$ cat src/rtl/core/qpht_pkg.sv
// Shared constants, request and status codes, and controller/datapath interface types
// for the quadratic-probe hash table. No dependencies.
package qpht_pkg;

  localparam int unsigned TABLE_SLOTS_DEF = 101;
  localparam int unsigned PROBE_LIMIT_DEF = 20;
  localparam int unsigned KEY_BYTES_DEF   = 8;

  localparam int unsigned HASH_MUL  = 19;
  localparam int unsigned PROBE_LIN = 23;

  localparam int unsigned IN_KEY_W = 64;
  localparam int unsigned REQ_W    = 2;
  localparam int unsigned CAP_W    = 7;
  localparam int unsigned SLOT_O_W = 7;
  localparam int unsigned STAT_W   = 3;
  localparam int unsigned LIVE_W   = 7;
  localparam int unsigned OUT_W    = 24;

  localparam logic [CAP_W-1:0] CAP_RESET = 7'd101;

  // signed weighted byte sum and its scaled magnitude, sized for eight key bytes
  localparam int unsigned SUM_W    = 14;
  localparam int unsigned MAG_W    = 17;
  localparam int unsigned MOD_CYC  = 2;
  localparam int unsigned MODC_W   = $clog2(MOD_CYC);

  localparam logic [REQ_W-1:0] REQ_FIND   = 2'd0;
  localparam logic [REQ_W-1:0] REQ_INSERT = 2'd1;
  localparam logic [REQ_W-1:0] REQ_DELETE = 2'd2;

  localparam logic [STAT_W-1:0] ST_DONE     = 3'd0;
  localparam logic [STAT_W-1:0] ST_NOTFOUND = 3'd1;
  localparam logic [STAT_W-1:0] ST_DUP      = 3'd2;
  localparam logic [STAT_W-1:0] ST_CAP      = 3'd3;
  localparam logic [STAT_W-1:0] ST_NOFREE   = 3'd4;

  typedef struct packed {
    logic clr_en;
    logic load;
    logic hash;
    logic mag;
    logic mod_step;
    logic probe_init;
    logic probe_en;
    logic commit;
  } cmd_t;

  typedef struct packed {
    logic clr_last;
    logic mod_last;
    logic probe_done;
    logic out_busy;
  } sts_t;

endpackage

$ cat src/rtl/core/qpht_ctrl.sv
// Sequencing state machine of the hash table: clearing pass, hashing, reduction,
// probing and commit. Uses qpht_pkg command and status types.
module qpht_ctrl (
  input  logic          clk_i,
  input  logic          rst_ni,
  input  logic          in_tvalid_i,
  output logic          in_tready_o,
  input  qpht_pkg::sts_t sts_i,
  output qpht_pkg::cmd_t cmd_o
);

  localparam logic [2:0] S_CLEAR  = 3'd0;
  localparam logic [2:0] S_IDLE   = 3'd1;
  localparam logic [2:0] S_HASH   = 3'd2;
  localparam logic [2:0] S_MAG    = 3'd3;
  localparam logic [2:0] S_MOD    = 3'd4;
  localparam logic [2:0] S_PINIT  = 3'd5;
  localparam logic [2:0] S_PROBE  = 3'd6;
  localparam logic [2:0] S_DECIDE = 3'd7;

  logic [2:0] state_q, state_d;

  always_ff @(posedge clk_i or negedge rst_ni) begin
    if (!rst_ni) begin
      state_q <= S_CLEAR;
    end else begin
      state_q <= state_d;
    end
  end

  always_comb begin
    state_d     = state_q;
    cmd_o       = '0;
    in_tready_o = 1'b0;
    unique case (state_q)
      S_CLEAR: begin
        cmd_o.clr_en = 1'b1;
        if (sts_i.clr_last) state_d = S_IDLE;
      end
      S_IDLE: begin
        in_tready_o = 1'b1;
        if (in_tvalid_i) begin
          cmd_o.load = 1'b1;
          state_d    = S_HASH;
        end
      end
      S_HASH: begin
        cmd_o.hash = 1'b1;
        state_d    = S_MAG;
      end
      S_MAG: begin
        cmd_o.mag = 1'b1;
        state_d   = S_MOD;
      end
      S_MOD: begin
        cmd_o.mod_step = 1'b1;
        if (sts_i.mod_last) state_d = S_PINIT;
      end
      S_PINIT: begin
        cmd_o.probe_init = 1'b1;
        state_d          = S_PROBE;
      end
      S_PROBE: begin
        cmd_o.probe_en = 1'b1;
        if (sts_i.probe_done) state_d = S_DECIDE;
      end
      S_DECIDE: begin
        if (!sts_i.out_busy) begin
          cmd_o.commit = 1'b1;
          state_d      = S_IDLE;
        end
      end
      default: state_d = S_CLEAR;
    endcase
  end

endmodule

$ cat config.mk
export PLATFORM = sky130hd
export DESIGN_NAME = qpht_ctrl
export DESIGN_NICKNAME = d
export VERILOG_FILES = /design/src/rtl/core/qpht_pkg.sv /design/src/rtl/core/qpht_ctrl.sv
export SDC_FILE = /design/constraint.sdc
export NUM_CORES = 1
export LEC_CHECK = 0
export BUFFER_PORTS_ARGS = -buffer_cell sky130_fd_sc_hd__buf_2
export CORE_AREA = 2 2 39 41
export DETAILED_ROUTE_END_ITERATION = 16
export DIE_AREA = 0 0 41 43
export PLACE_DENSITY = 0.45
export SLEW_MARGIN = 0
export SYNTH_ARGS = -nofsm -noshare
export SYNTH_HDL_FRONTEND = slang
export SYNTH_SLANG_ARGS = --single-unit
$ cat constraint.sdc
create_clock -name clk_i -period 2.5 [get_ports clk_i]
set_clock_uncertainty 0.2 [all_clocks]
set_input_delay 0.375 -clock clk_i [delete_from_list [all_inputs] [get_ports clk_i]]
set_output_delay 0.375 -clock clk_i [all_outputs]
set_load 0.02 [all_outputs]
==> impl_metrics.prom <==
# TYPE chip_impl_metric gauge
chip_impl_info{name="outcome",value="finished, final reports clean"} 1
chip_impl_metric{name="core_region_area",unit="sq um"} 1380
chip_impl_metric{name="detail_route.iter0.violations",unit=""} 2
chip_impl_metric{name="synthesis.area",unit="sq um"} 312
chip_impl_info{name="path_class",value="flip-flop to primary output"} 1
chip_impl_metric{name="grt_remaining_overflow",unit=""} 0
chip_impl_metric{name="grt_util_all_layers",unit="%"} 7.94
chip_impl_metric{name="detail-route-antenna-nets",unit=""} 0
chip_impl_metric{name="power.ir.vdd_worst",unit="mV"} 0.262
chip_impl_metric{name="ioPinCount",unit=""} 16
chip_impl_metric{name="dr_drc_count",unit=""} 0
chip_impl_metric{name="clock_sinks",unit=""} 3
chip_impl_metric{name="synth-seq-area-share",unit="%"} 24.1
chip_impl_metric{name="finalSetupViolCount",unit=""} 0
chip_impl_metric{name="number_of_placed_instances_taps_included",unit=""} 66
chip_impl_metric{name="final_max_slew_viol_count",unit=""} 0
chip_impl_metric{name="wirelength",unit="microns"} 650
chip_impl_metric{name="area_growth_syn_to_layout",unit="%"} 40.6
chip_impl_metric{name="grt_pass1_wl",unit="microns"} 952
chip_impl_metric{name="worst_pin_slew",unit="ns"} 0.390
chip_impl_metric{name="grt_max_degree",unit=""} 14
chip_impl_metric{name="die_width",unit="microns"} 41
chip_impl_info{name="synth_area_leader_cell",value="sky130_fd_sc_hd__dfrtp_1"} 1
chip_impl_metric{name="route.detailed.wl_per_inst",unit="microns"} 9.15
chip_impl_metric{name="gp_congestion",unit=""} 0.643
chip_impl_metric{name="cts.reportedPaths.clkPinSlew",unit="ns"} 0.04
chip_impl_info{name="synth_area_leaders",value="sky130_fd_sc_hd__dfrtp_1 (24%), sky130_fd_sc_hd__ha_1 (16%), sky130_fd_sc_hd__inv_1 (7.2%)"} 1
chip_impl_metric{name="yosysWarningCount",unit=""} 0
chip_impl_metric{name="p_leak",unit="nW"} 0.252
chip_impl_info{name="cp-end-kind",value="primary output"} 1
chip_impl_metric{name="reported_max_cap_violation_count",unit=""} 0
chip_impl_info{name="worst_hold_path_type",value="input port to async pin"} 1
chip_impl_metric{name="timing.critical_path.fanout_max",unit=""} 6
chip_impl_info{name="critical_path.startpoint_type",value="flip-flop"} 1
chip_impl_info{name="rsz0062_at_grt",value="false"} 1
chip_impl_info{name="most_common_library_cell_in_the_layout_ignoring_fill_and_taps",value="sky130_fd_sc_hd__buf_2"} 1
chip_impl_metric{name="max_freq",unit="GHz"} 0.486
chip_impl_metric{name="io_buffers",unit=""} 15
chip_impl_info{name="most-common-layout-cells",value="sky130_fd_sc_hd__buf_2 (15), sky130_fd_sc_hd__inv_1 (6), sky130_fd_sc_hd__ha_1 (4)"} 1
chip_impl_metric{name="initial_utilization",unit="%"} 22.5
chip_impl_metric{name="initial_antenna_violation_count",unit=""} 0
chip_impl_metric{name="critical_path_arrival",unit="ns"} 1.48
chip_impl_metric{name="layout.nets",unit=""} 67
chip_impl_metric{name="detailroute.via_count",unit=""} 296
chip_impl_metric{name="std_cell_rows",unit=""} 14
chip_impl_metric{name="finish.utilization",unit="%"} 31.6
chip_impl_metric{name="post_syn_area_per_cell",unit="sq um"} 8.65
chip_impl_metric{name="final_layout_size_suffix_gt1_share",unit="%"} 41.8
chip_impl_metric{name="clockBufferDepth",unit=""} 2
chip_impl_metric{name="post_cts_buffers",unit=""} 0
chip_impl_metric{name="postSynthNetCount",unit=""} 47
chip_impl_info{name="tritoncts",value="yes"} 1
chip_impl_metric{name="ys_seq_elements",unit=""} 3
chip_impl_metric{name="post_layout_nonfiller_instances",unit=""} 71
chip_impl_metric{name="hold_viol_final",unit=""} 0
chip_impl_metric{name="power.density",unit="nW/um^2"} 1350
chip_impl_metric{name="synthDominantCellAreaShare",unit="%"} 24.1
chip_impl_metric{name="resized_cells_post_cts",unit=""} 0
chip_impl_metric{name="worst_slew_margin_rel",unit="%"} 74.0
chip_impl_metric{name="crit_path_time_final",unit="ns"} 2.06
chip_impl_metric{name="fp.dieArea",unit="sq um"} 1760
chip_impl_metric{name="drt_pass1_iterations",unit=""} 2
chip_impl_metric{name="syn_inst",unit=""} 36
chip_impl_metric{name="worst_skew_pair.late_latency",unit="ns"} 0.23
chip_impl_metric{name="largest_register_ffs",unit=""} 3
chip_impl_metric{name="setup-tns-final",unit="ns"} 0
chip_impl_info{name="largest_registers",value="state_q x3"} 1
chip_impl_metric{name="cts_made_buffers",unit=""} 3
chip_impl_metric{name="layout.filler_cells",unit=""} 156
chip_impl_info{name="root_buffer",value="sky130_fd_sc_hd__clkbuf_4"} 1
chip_impl_info{name="register_with_the_most_flip_flops",value="state_q"} 1
chip_impl_metric{name="antenna-diode-count",unit=""} 0
chip_impl_metric{name="layout_worst_path_cycle_share",unit="%"} 82.2
chip_impl_metric{name="dpl.hpwl",unit="microns"} 521
chip_impl_metric{name="cts.htree.levels",unit=""} 1
chip_impl_metric{name="worstPathRequired",unit="ns"} 1.92
chip_impl_metric{name="viasPerCell",unit=""} 4.17
chip_impl_metric{name="via_count_of_the_first_global_routing_pass",unit=""} 258
chip_impl_metric{name="distinct_cells_synth",unit=""} 21
chip_impl_metric{name="die_height",unit="microns"} 43
logic make-up after synthesis:
kind of cell	synth area share, %
multiplexers	8.03
flip-flops	24.1
buffers and inverters	8.83
AO/OA/AOI/OAI	19.7
AND/OR/NAND/NOR	23.3
adder cells (fa/ha/maj)	16.1
per-stage QoR:
| step | area [sq um] | setup slack, ns | total power, mW | hold WS, ns |
|---|---|---|---|---|
| floorplan | 312 | 0.558 | 0.416 | -0.121 |
| global placement | 402 | 0.646 | 0.520 | -0.0279 |
| detailed placement | 402 | 0.653 | 0.515 | -0.0282 |
| CTS | 438 | 0.420 | 0.604 | 0.261 |
| global route | 438 | 0.294 | 0.652 | 0.277 |
| finish | 438 | 0.444 | 0.591 | 0.268 |
worst paths after layout:
check,startpoint,end,slack [ns],depth (start not counted)
setup / recovery,state_q[1],cmd_o[6],0.44,5
hold / removal,rst_ni,state_q[1],0.27,2
setup reg to reg,state_q[0],state_q[1],0.66,5
hold reg to reg,state_q[1],state_q[1],0.39,1
max in group asynchronous,rst_ni,state_q[0],1.73,2
min in group clk_i,sts_i[0],state_q[2],0.29,3
synthesized netlist by cell type:
library cell               number
sky130_fd_sc_hd__o21ai_1        1
sky130_fd_sc_hd__nor2_1         2
sky130_fd_sc_hd__a22oi_1        1
sky130_fd_sc_hd__nor2b_2        1
sky130_fd_sc_hd__buf_2          1
sky130_fd_sc_hd__mux2_4         1
sky130_fd_sc_hd__nor2b_1        2
sky130_fd_sc_hd__nand2_1        1
sky130_fd_sc_hd__and2_2         1
sky130_fd_sc_hd__o31ai_1        1
sky130_fd_sc_hd__a31o_2         1
sky130_fd_sc_hd__nand2b_1       1
sky130_fd_sc_hd__ha_1           4
sky130_fd_sc_hd__and2_1         3
sky130_fd_sc_hd__dfrtp_1        3
sky130_fd_sc_hd__a221oi_2       1
sky130_fd_sc_hd__inv_1          6
sky130_fd_sc_hd__o21bai_1       1
sky130_fd_sc_hd__or2b_1         1
sky130_fd_sc_hd__mux2i_1        1
sky130_fd_sc_hd__a21oi_1        2
where the power goes:
part           internal (mW)  switching, mW  leakage (nW)  total, mW
clock                 0.0597         0.0230        0.0150     0.0827
combinational          0.182          0.207         0.202      0.389
sequential            0.0757         0.0436        0.0352      0.119
layout make-up:
| class | count | area, sq um | area share, % |
|---|---|---|---|
| clock buffers | 4 | 26.3 | 6.00 |
| inverters | 6 | 22.5 | 5.14 |
| well taps | 16 | 20.0 | 4.57 |
| repair buffers | 16 | 85.1 | 19.4 |
| flip-flops and latches | 3 | 75.1 | 17.1 |
| multi-input cells | 26 | 209 | 47.7 |
worst max-delay path, cell delays in order (launching register included):
cell	delay, ns
sky130_fd_sc_hd__dfrtp_1	0.41
sky130_fd_sc_hd__inv_1	0.09
sky130_fd_sc_hd__ha_1	0.28
sky130_fd_sc_hd__nor2b_1	0.19
sky130_fd_sc_hd__and2_1	0.13
sky130_fd_sc_hd__buf_2	0.15
layer usage:
layer | track usage (%) | vias to the layer above | part of all wire [%]
met3 | 3.14 | 0 | 7.4
met2 | 14.1 | 10 | 50
met5 | 0 | - | 0
met1 | 8.06 | 132 | 42
li1 | - | 154 | -
met4 | 2.00 | 0 | 0
what timing repair did:
item	CTS	global route
hold buffers	1	0
hold endpoints to repair	3	0
setup endpoints to repair	0	0
Note: power is estimated with default switching activity, not from simulation.
